[src/rtl/crgg_pkg.sv]
// Shared constants and types of the clock-relative gate generator.
// No dependencies; used by the top level and by its checker.
package crgg_pkg;

  localparam int TICK_WIDTH_DEF = 24;
  localparam int MAX_RATIO_DEF  = 64;

  // Progress through the divided period is always a 32-bit saturating count.
  localparam int PROG_W        = 32;
  localparam int FRAC_W        = 17;
  localparam int RATIO_IN_W    = 7;
  localparam int CFG_INIT_W    = 24;
  localparam int CFG_MINGATE_W = 16;
  localparam int CFG_ADDR_W    = 2;
  localparam int CFG_DATA_W    = 24;
  localparam int S_TDATA_W     = 40;
  localparam int M_TDATA_W     = 8;

  localparam logic [FRAC_W-1:0]        FRAC_ONE        = 17'h10000;
  localparam logic [CFG_INIT_W-1:0]    INIT_PERIOD_RST = 24'd24000;
  localparam logic [CFG_MINGATE_W-1:0] MIN_GATE_RST    = 16'd48;

  typedef enum logic [CFG_ADDR_W-1:0] {
    REG_RST_SCOPE   = 2'd0,
    REG_INIT_PERIOD = 2'd1,
    REG_MIN_GATE    = 2'd2
  } cfg_reg_t;

  typedef enum logic [2:0] {
    ST_IDLE,
    ST_MUL,
    ST_DIV,
    ST_MOD,
    ST_DONE
  } crgg_state_t;

endpackage

[src/rtl/clock_relative_gate_generator_top.sv]
// Clock-relative gate generator: measures a clock period in sample ticks and
// derives divided/multiplied gates. Depends on crgg_pkg.
//
// Usage:
//   s_tvalid/s_tready/s_tdata carry one word per sample tick. m_tvalid/m_tready/
//   m_tdata return one gate word per accepted input word, in order.
//   cfg_valid/cfg_addr/cfg_data write the three registers; cfg_ready is
//   always high. Write them only while no input word is in flight.
// Sequence:
//   Each word is worked on bit-serially by shift units in turn: period *
//   divide_by, then the restoring division by multiply_by, then the progress
//   modulo (the gate-length product runs alongside its last FRAC_W steps),
//   then the decide step, which waits while the output register is full.
//   RW = clog2(MAX_RATIO + 1). m_tvalid rises as the decided word is handed
//   out, and the next word can be accepted in that same cycle; no word is
//   taken while one is in work.
// Reset:
//   rst (synchronous, active high) restores the register defaults, forgets
//   any seen clock, loads the initial period and empties the output stage.
// Stall:
//   A finished gate word waits in the output register while a new input is
//   taken; a second result waits in the decide step until m_tready frees it.
module clock_relative_gate_generator_top #(
  parameter int TICK_WIDTH = crgg_pkg::TICK_WIDTH_DEF,
  parameter int MAX_RATIO  = crgg_pkg::MAX_RATIO_DEF
) (
  input  logic                               clk,
  input  logic                               rst,
  // s_tdata, lowest bit up: clock_edge[0], clock_connected[1], reset_edge[2],
  // divide_by[9:3], multiply_by[16:10], gate_fraction[33:17], zeros[39:34]
  input  logic                               s_tvalid,
  output logic                               s_tready,
  input  logic [crgg_pkg::S_TDATA_W-1:0]     s_tdata,
  // m_tdata, lowest bit up: gate[0], zeros[7:1]
  output logic                               m_tvalid,
  input  logic                               m_tready,
  output logic [crgg_pkg::M_TDATA_W-1:0]     m_tdata,
  input  logic                               cfg_valid,
  output logic                               cfg_ready,
  input  logic [crgg_pkg::CFG_ADDR_W-1:0]    cfg_addr,
  input  logic [crgg_pkg::CFG_DATA_W-1:0]    cfg_data
);
  import crgg_pkg::*;

  localparam int TW    = TICK_WIDTH;
  localparam int RW    = $clog2(MAX_RATIO + 1);
  localparam int DW    = TW + RW;
  localparam int CW    = (DW > PROG_W) ? DW : PROG_W;
  localparam int EW    = (TW > CFG_INIT_W) ? TW : CFG_INIT_W;
  localparam int RXW   = (RW > RATIO_IN_W) ? RW : RATIO_IN_W;
  localparam int CNT_W = $clog2(CW);

  localparam logic [TW-1:0]     TICK_MAX = {TW{1'b1}};
  localparam logic [PROG_W-1:0] PROG_MAX = {PROG_W{1'b1}};
  localparam logic [EW-1:0]     INIT_RST_EXT = EW'(INIT_PERIOD_RST);
  localparam logic [TW-1:0]     PERIOD_RST =
    (INIT_RST_EXT > EW'(TICK_MAX)) ? TICK_MAX : INIT_RST_EXT[TW-1:0];

  function automatic logic [RW-1:0] clamp_ratio(input logic [RATIO_IN_W-1:0] v);
    logic [RXW-1:0] w;
    w = RXW'(v);
    if (w == '0) return RW'(1);
    if (w > RXW'(MAX_RATIO)) return RW'(MAX_RATIO);
    return w[RW-1:0];
  endfunction

  // Configuration registers.
  logic                     rst_scope;
  logic [CFG_INIT_W-1:0]    init_period;
  logic [CFG_MINGATE_W-1:0] min_gate;

  // Block state.
  logic              since_valid;
  logic [TW-1:0]     ticks;
  logic [TW-1:0]     period;
  logic [RW-1:0]     dcnt;
  logic [PROG_W-1:0] prog;

  logic              since_valid_next;
  logic [TW-1:0]     ticks_next;
  logic [TW-1:0]     period_next;
  logic [RW-1:0]     dcnt_next;
  logic [PROG_W-1:0] prog_next;
  logic              active_next;

  // Serial datapath.
  crgg_state_t       state;
  crgg_state_t       state_next;
  logic [CNT_W-1:0]  cnt;
  logic              active;
  logic [RW-1:0]     mul_r;
  logic [DW-1:0]     mcand;
  logic [RW-1:0]     mplier;
  logic [DW-1:0]     acc;
  logic [DW-1:0]     divided;
  logic [DW-1:0]     q;
  logic [RW-1:0]     rem;
  logic [PROG_W-1:0] pq;
  logic [DW-1:0]     mrem;
  logic [DW-1:0]     hi;
  logic [FRAC_W-1:0] lo;
  logic              gate_q;

  logic              in_accept;
  logic              out_load;
  logic              in_clk;
  logic              in_conn;
  logic              in_rst;
  logic [RW-1:0]     div_c;
  logic [RW-1:0]     mul_c;
  logic [FRAC_W-1:0] frac_in;
  logic [FRAC_W-1:0] frac_c;
  logic [EW-1:0]     init_ext;
  logic [TW-1:0]     init_sat;

  logic [DW-1:0]     acc_next;
  logic [RW:0]       rem_sh;
  logic              rem_ge;
  logic [RW:0]       rem_diff;
  logic [DW:0]       msh;
  logic              m_ge;
  logic [DW:0]       m_diff;
  logic [DW:0]       fsum;
  logic [DW-1:0]     glen;
  logic [DW-1:0]     glen_eff;
  logic [DW-1:0]     phase;
  logic              prog_in_range;
  logic              gate_c;

  assign cfg_ready = 1'b1;
  assign m_tdata   = {{(M_TDATA_W-1){1'b0}}, gate_q};

  assign in_clk  = s_tdata[0];
  assign in_conn = s_tdata[1];
  assign in_rst  = s_tdata[2];
  assign div_c   = clamp_ratio(s_tdata[9:3]);
  assign mul_c   = clamp_ratio(s_tdata[16:10]);
  assign frac_in = s_tdata[33:17];
  assign frac_c  = (frac_in > FRAC_ONE) ? FRAC_ONE : frac_in;

  assign init_ext = EW'(init_period);
  assign init_sat = (init_ext > EW'(TICK_MAX)) ? TICK_MAX : init_ext[TW-1:0];

  assign in_accept = s_tvalid && s_tready;

  always_ff @(posedge clk) begin
    if (rst) begin
      rst_scope   <= 1'b0;
      init_period <= INIT_PERIOD_RST;
      min_gate    <= MIN_GATE_RST;
    end else if (cfg_valid) begin
      case (cfg_reg_t'(cfg_addr))
        REG_RST_SCOPE:   rst_scope   <= cfg_data[0];
        REG_INIT_PERIOD: init_period <= cfg_data[CFG_INIT_W-1:0];
        REG_MIN_GATE:    min_gate    <= cfg_data[CFG_MINGATE_W-1:0];
        default: ;
      endcase
    end
  end

  // Per-tick state update: reset edge first, then the clock logic.
  always_comb begin
    since_valid_next = since_valid;
    ticks_next       = ticks;
    period_next      = period;
    dcnt_next        = dcnt;
    prog_next        = prog;
    if (in_rst) begin
      if (!rst_scope) begin
        since_valid_next = 1'b0;
        period_next      = init_sat;
      end
      dcnt_next = '0;
      prog_next = '0;
    end
    if (in_conn) begin
      if (in_clk) begin
        if (since_valid_next && (ticks_next != '0)) period_next = ticks_next;
        since_valid_next = 1'b1;
        ticks_next       = '0;
      end
      if (since_valid_next) begin
        if (ticks_next != TICK_MAX) ticks_next = ticks_next + TW'(1);
        if (in_clk) begin
          if (dcnt_next == '0) begin
            prog_next = '0;
          end else if (prog_next != PROG_MAX) begin
            prog_next = prog_next + PROG_W'(1);
          end
          dcnt_next = dcnt_next + RW'(1);
          if (dcnt_next >= div_c) dcnt_next = '0;
        end else if (prog_next != PROG_MAX) begin
          prog_next = prog_next + PROG_W'(1);
        end
      end
    end
    active_next = in_conn && since_valid_next;
  end

  always_ff @(posedge clk) begin
    if (rst) begin
      since_valid <= 1'b0;
      ticks       <= '0;
      period      <= PERIOD_RST;
      dcnt        <= '0;
      prog        <= '0;
    end else if (in_accept) begin
      since_valid <= since_valid_next;
      ticks       <= ticks_next;
      period      <= period_next;
      dcnt        <= dcnt_next;
      prog        <= prog_next;
    end
  end

  // One step of each serial unit.
  assign acc_next = acc + (mplier[0] ? mcand : DW'(0));

  assign rem_sh   = {rem, q[DW-1]};
  assign rem_ge   = rem_sh >= {1'b0, mul_r};
  assign rem_diff = rem_sh - {1'b0, mul_r};

  assign msh    = {mrem, pq[PROG_W-1]};
  assign m_ge   = msh >= {1'b0, q};
  assign m_diff = msh - {1'b0, q};

  assign fsum = {1'b0, hi} + (lo[0] ? {1'b0, q} : (DW + 1)'(0));

  // Decision: product of sub-period and fraction, shifted down by 16, is {hi, lo msb}.
  assign glen     = {hi[DW-2:0], lo[FRAC_W-1]};
  assign glen_eff = (glen < DW'(min_gate)) ? DW'(min_gate) : glen;
  assign phase    = (q == '0) ? '0 : mrem;
  assign prog_in_range = CW'(prog) < CW'(divided);
  assign gate_c   = active && prog_in_range && (phase <= glen_eff);

  always_ff @(posedge clk) begin
    if (rst) begin
      state <= ST_IDLE;
    end else begin
      state <= state_next;
    end
  end

  always_comb begin
    state_next = state;
    s_tready   = 1'b0;
    out_load   = 1'b0;
    case (state)
      ST_IDLE: begin
        s_tready = 1'b1;
        if (s_tvalid) state_next = ST_MUL;
      end
      ST_MUL: begin
        if (cnt == '0) state_next = ST_DIV;
      end
      ST_DIV: begin
        if (cnt == '0) state_next = ST_MOD;
      end
      ST_MOD: begin
        if (cnt == '0) state_next = ST_DONE;
      end
      ST_DONE: begin
        if (!m_tvalid || m_tready) begin
          out_load   = 1'b1;
          state_next = ST_IDLE;
        end
      end
      default: state_next = ST_IDLE;
    endcase
  end

  always_ff @(posedge clk) begin
    case (state)
      ST_IDLE: begin
        if (s_tvalid) begin
          active <= active_next;
          mul_r  <= mul_c;
          mcand  <= DW'(period_next);
          mplier <= div_c;
          acc    <= '0;
          lo     <= frac_c;
          cnt    <= CNT_W'(RW - 1);
        end
      end
      ST_MUL: begin
        acc    <= acc_next;
        mcand  <= {mcand[DW-2:0], 1'b0};
        mplier <= {1'b0, mplier[RW-1:1]};
        cnt    <= cnt - CNT_W'(1);
        if (cnt == '0) begin
          divided <= acc_next;
          q       <= acc_next;
          rem     <= '0;
          cnt     <= CNT_W'(DW - 1);
        end
      end
      ST_DIV: begin
        rem <= rem_ge ? rem_diff[RW-1:0] : rem_sh[RW-1:0];
        q   <= {q[DW-2:0], rem_ge};
        cnt <= cnt - CNT_W'(1);
        if (cnt == '0) begin
          pq   <= prog;
          mrem <= '0;
          hi   <= '0;
          cnt  <= CNT_W'(PROG_W - 1);
        end
      end
      ST_MOD: begin
        mrem <= m_ge ? m_diff[DW-1:0] : msh[DW-1:0];
        pq   <= {pq[PROG_W-2:0], 1'b0};
        // The gate-length product uses the last FRAC_W steps of the modulo.
        if (cnt < CNT_W'(FRAC_W)) begin
          hi <= fsum[DW:1];
          lo <= {fsum[0], lo[FRAC_W-1:1]};
        end
        cnt <= cnt - CNT_W'(1);
      end
      default: ;
    endcase
  end

  always_ff @(posedge clk) begin
    if (rst) begin
      m_tvalid <= 1'b0;
    end else if (out_load) begin
      m_tvalid <= 1'b1;
    end else if (m_tready) begin
      m_tvalid <= 1'b0;
    end
  end

  always_ff @(posedge clk) begin
    if (out_load) gate_q <= gate_c;
  end

endmodule

[config.mk]
export PLATFORM = sky130hd
export DESIGN_NAME = clock_relative_gate_generator_top
export DESIGN_NICKNAME = d
export VERILOG_FILES = /design/src/rtl/crgg_pkg.sv /design/src/rtl/clock_relative_gate_generator_top.sv
export SDC_FILE = /design/constraint.sdc
export NUM_CORES = 1
export LEC_CHECK = 0
export BUFFER_PORTS_ARGS = -buffer_cell sky130_fd_sc_hd__buf_2
export CELL_PAD_IN_SITES_DETAIL_PLACEMENT = 1
export CELL_PAD_IN_SITES_GLOBAL_PLACEMENT = 2
export CORE_ASPECT_RATIO = 1.1
export CORE_MARGIN = 5
export CORE_UTILIZATION = 40
export DETAILED_ROUTE_END_ITERATION = 12
export PLACE_DENSITY = 0.86
export SYNTH_ARGS = -nofsm -noshare
export SYNTH_HDL_FRONTEND = slang
export SYNTH_SLANG_ARGS = --single-unit
[constraint.sdc]
create_clock -name clk -period 8.5 [get_ports clk]
set_input_delay 0.425 -clock clk [delete_from_list [all_inputs] [get_ports clk]]
set_output_delay 0.425 -clock clk [all_outputs]
set_load 0.05 [all_outputs]
==> impl_metrics.json <==
{
  "grt_busiest_layer": "met2",
  "critPathMaxFanout": 16,
  "n_fill_cell": 7248,
  "synth.avg_cell_area_sq_um": 8.89,
  "cts_tree": "yes",
  "max_slew_margin_pct": 19.6,
  "ys_seq_elements": 396,
  "max_stage_delay_ns": 0.66,
  "startpoint_type": "flop",
  "final_core_util_pct": 44.5,
  "grt_use_met1_pct": 27.7,
  "grt_max_degree": 95,
  "whs_ns": 0.0818,
  "antenna_left": 0,
  "path_clk_slew_ns": 0.06,
  "num_antenna_cells": 0,
  "fmax_mhz": 207,
  "yosysUniqueCellTypes": 87,
  "final_cell_count_no_fill": 3691,
  "synthCells": 2804,
  "cp-end-kind": "flop",
  "clockRootBuffer": "clkbuf_16",
  "placed_cell_area_sq_mm": 0.0260,
  "grt_remaining_overflow": 0,
  "final-hold-violation-count": 0,
  "fin_crit_sh_pct": 57.0,
  "cts_resized": 0,
  "vias_per_cell": 5.59,
  "clk_latency_ns": 0.61,
  "rsz0062_at_grt": "false",
  "nNetsFinal": 3082,
  "yosys_warnings": 0,
  "crit_path_top_delay_cell": "nand2_1",
  "cts_buffer_depth": 3,
  "crit_chain": "ha_1 > nand4_1 > nor4_1 > o31a_1 > o21ai_0 > nand2_1 > mux2_2 > ha_1 > nand4_1 > nor4_1 > a31oi_1 > a311oi_1 > o311a_1",
  "cts_hold_buffers": 0,
  "numPortBuffers": 67,
  "synth_edf_count": 263,
  "async_reset_ff_share_pct": 0,
  "drive_gt1_share_pct": 7.28,
  "place_hpwl_um": 55800,
  "rows": 96,
  "synthFlopType": "edfxtp_1",
  "area_growth_pct": 10.8,
  "dr.first_iter.drc_count": 959,
  "first_pass_iters": 7,
  "ios": 82,
  "crit_type": "flop to flop",
  "cts_setup_buffers": 0,
  "clock_skew_ns": 0.0300,
  "design_area_sq_mm": 0.0276,
  "setup-violations-final": 0,
  "arrival_ns": 5.24,
  "numCtsBuffers": 46,
  "globalRouteMet3Util_pct": 2.51,
  "dp.cells": 3605,
  "vias": 20600,
  "holdCritPathClass": "primary input to flop",
  "wl_um": 74500,
  "ys_seq_area_share_pct": 42.4,
  "start_util_pct": 40.1,
  "worstPathRequired_ns": 8.90,
  "grt_pass1_wl_um": 119000,
  "core_sq_mm": 0.0621,
  "status": "finished clean",
  "antenna_found_initial": 0,
  "fin_crit_ns": 4.84,
  "die_h_um": 272,
  "drv_cap": 0,
  "die-area_sq_mm": 0.0674,
  "grt_pass1_vias": 21900,
  "met2_usage_pct": 38.1,
  "syn_area_sq_mm": 0.0249,
  "htreeDepth": 2,
  "gp_congestion": 0.856,
  "path_buf_inv": 0,
  "critPathTopFamily": "simple AND/OR/NAND/NOR gates",
  "tightest_slew_ns": 1.20,
  "ir_drop_uv": 149,
  "die_width_um": 248,
  "power_leakage_nw": 11.4,
  "power_per_cell_area_mw_per_mm2": 178,
  "drc_errors": 0,
  "cts_num_sinks": 396,
  "wl_per_cell_um": 20.2,
  "grt_use_total_pct": 21.8,
  "fin_tns_setup_ns": 0,
  "drv_slew": 0
}
==> cells in the final DEF, fill, tap and decap left out, types with 9 or more instances in the layout <==
master / n
a211o_1: 13
a211oi_1: 25
a21o_1: 62
a21oi_1: 228
a22o_1: 15
a311oi_1: 10
a31oi_1: 11
and2_1: 78
and3_1: 26
buf_2: 66
buf_4: 21
clkbuf_1: 9
clkbuf_16: 51
clkinv_2: 10
dfxtp_1: 133
edfxtp_1: 263
ha_1: 187
inv_1: 156
mux2i_1: 54
nand2_1: 448
nand2b_1: 25
nand3_1: 59
nand3b_1: 13
nand4_1: 35
nor2_1: 240
nor2b_1: 67
nor3_1: 52
nor4_1: 33
o211ai_1: 11
o21a_1: 15
o21ai_0: 138
o21bai_1: 10
o31ai_1: 11
or3_1: 13
xnor2_1: 64
xor2_1: 37
==> worst reg2reg max path, stage by stage (launching register included) <==
cell      delay (ns)
edfxtp_1        0.45
ha_1            0.35
nand4_1         0.11
nor4_1          0.39
o31a_1          0.26
o21ai_0         0.10
nand2_1         0.66
mux2_2          0.43
ha_1            0.28
nand4_1         0.14
nor4_1          0.60
a31oi_1         0.27
a311oi_1        0.27
o311a_1         0.35
==> power by group <==
group	total [mW]	internal (mW)	switching, mW	leakage (nW)
registers	2.20	2.16	0.0399	3.48
clock network	2.09	1.23	0.858	0.794
logic	0.627	0.223	0.404	7.11
==> cell type report <==
cell class | instances | area [sq um] | area share, %
multi-input cells | 2133 | 13400 | 48.3
flip-flops and latches | 396 | 10600 | 38.2
clock buffers | 68 | 1420 | 5.14
well taps | 833 | 1040 | 3.77
inverters | 156 | 586 | 2.12
repair buffers | 87 | 488 | 1.77
clock inverters | 18 | 184 | 0.666
==> registers in the layout (all words and copies together), names as in the netlist, 16 cells and up <==
register,count
pq,32
prog,32
acc,31
divided,31
hi,31
mcand,31
mrem,31
q,31
init_ext,24
period,24
ticks,24
lo,17
min_gate,16
==> per-stage QoR <==
step	setup slack, ns	total power [mW]
3_3_place_gp	3.71	2.83
5_1_grt	3.45	5.12
4_1_cts	3.63	4.96
2_1_floorplan	2.11	2.67
6_report	3.66	4.91
3_5_place_dp	3.67	2.86
==> final timing paths <==
path,from,to,slack (ns),cells past startpoint
worst min register to register,period[5],period[5],0.46,2
worst max register to register,hi[12],gate_q,3.66,13
worst max-delay path,hi[12],gate_q,3.66,13
worst min-delay path,cfg_data[16],init_ext[16],0.08,3
==> synthesized netlist by cell type, types with 6 or more instances <==
master,count,area (sq um)
nand3b_1,13,97.6
and4b_1,6,60.1
a311oi_1,10,87.6
nand2b_1,26,163
clkbuf_1,96,360
a21oi_1,228,1140
a22o_1,15,131
xor2_1,37,324
or3_1,13,81.3
o21ai_0,141,706
a21o_1,62,465
nor2b_1,67,419
nand2_1,450,1690
o21ai_1,8,40.0
or2_2,9,56.3
and2_1,78,488
o21bai_1,10,75.1
a31oi_1,11,68.8
o211ai_1,11,82.6
o22ai_1,6,37.5
a21boi_0,6,45.0
ha_1,187,2340
nor4_1,33,206
nor2_1,246,923
nand4_1,35,219
buf_1,10,37.5
o31ai_1,11,82.6
xnor2_1,64,561
a211oi_1,26,195
nand4b_1,6,52.6
nor3b_1,6,45.0
dfxtp_1,133,2660
a211o_1,13,114
mux2i_1,54,541
and3_1,26,163
inv_1,156,586
nand3_1,59,295
buf_4,11,82.6
edfxtp_1,263,7900
o21a_1,15,113
buf_2,7,35.0
nor3_1,52,260
==> metal layers <==
layer  part of all wire [%]  wire length [um]  vias to the layer above
met5                      0                 0                        -
met4                    3.7              2760                        0
met3                    3.3              2460                      118
met2                     49             36700                      325
met1                     44             32600                    10200
li1                       -                 -                     9974
==> cells by family after synthesis <==
kind of cell | after synthesis | share of synthesized area, %
AOI/OAI and AO/OA | 628 | 15.8
DFF | 396 | 42.4
other | 2 | 0.0301
and+or+nand+nor | 1144 | 21.6
buffers and inverters | 281 | 4.46
muxes | 59 | 2.39
xor gates and xnor gates | 102 | 3.61
adders and majority gates | 192 | 9.75
(Power assumes the default switching activity.)
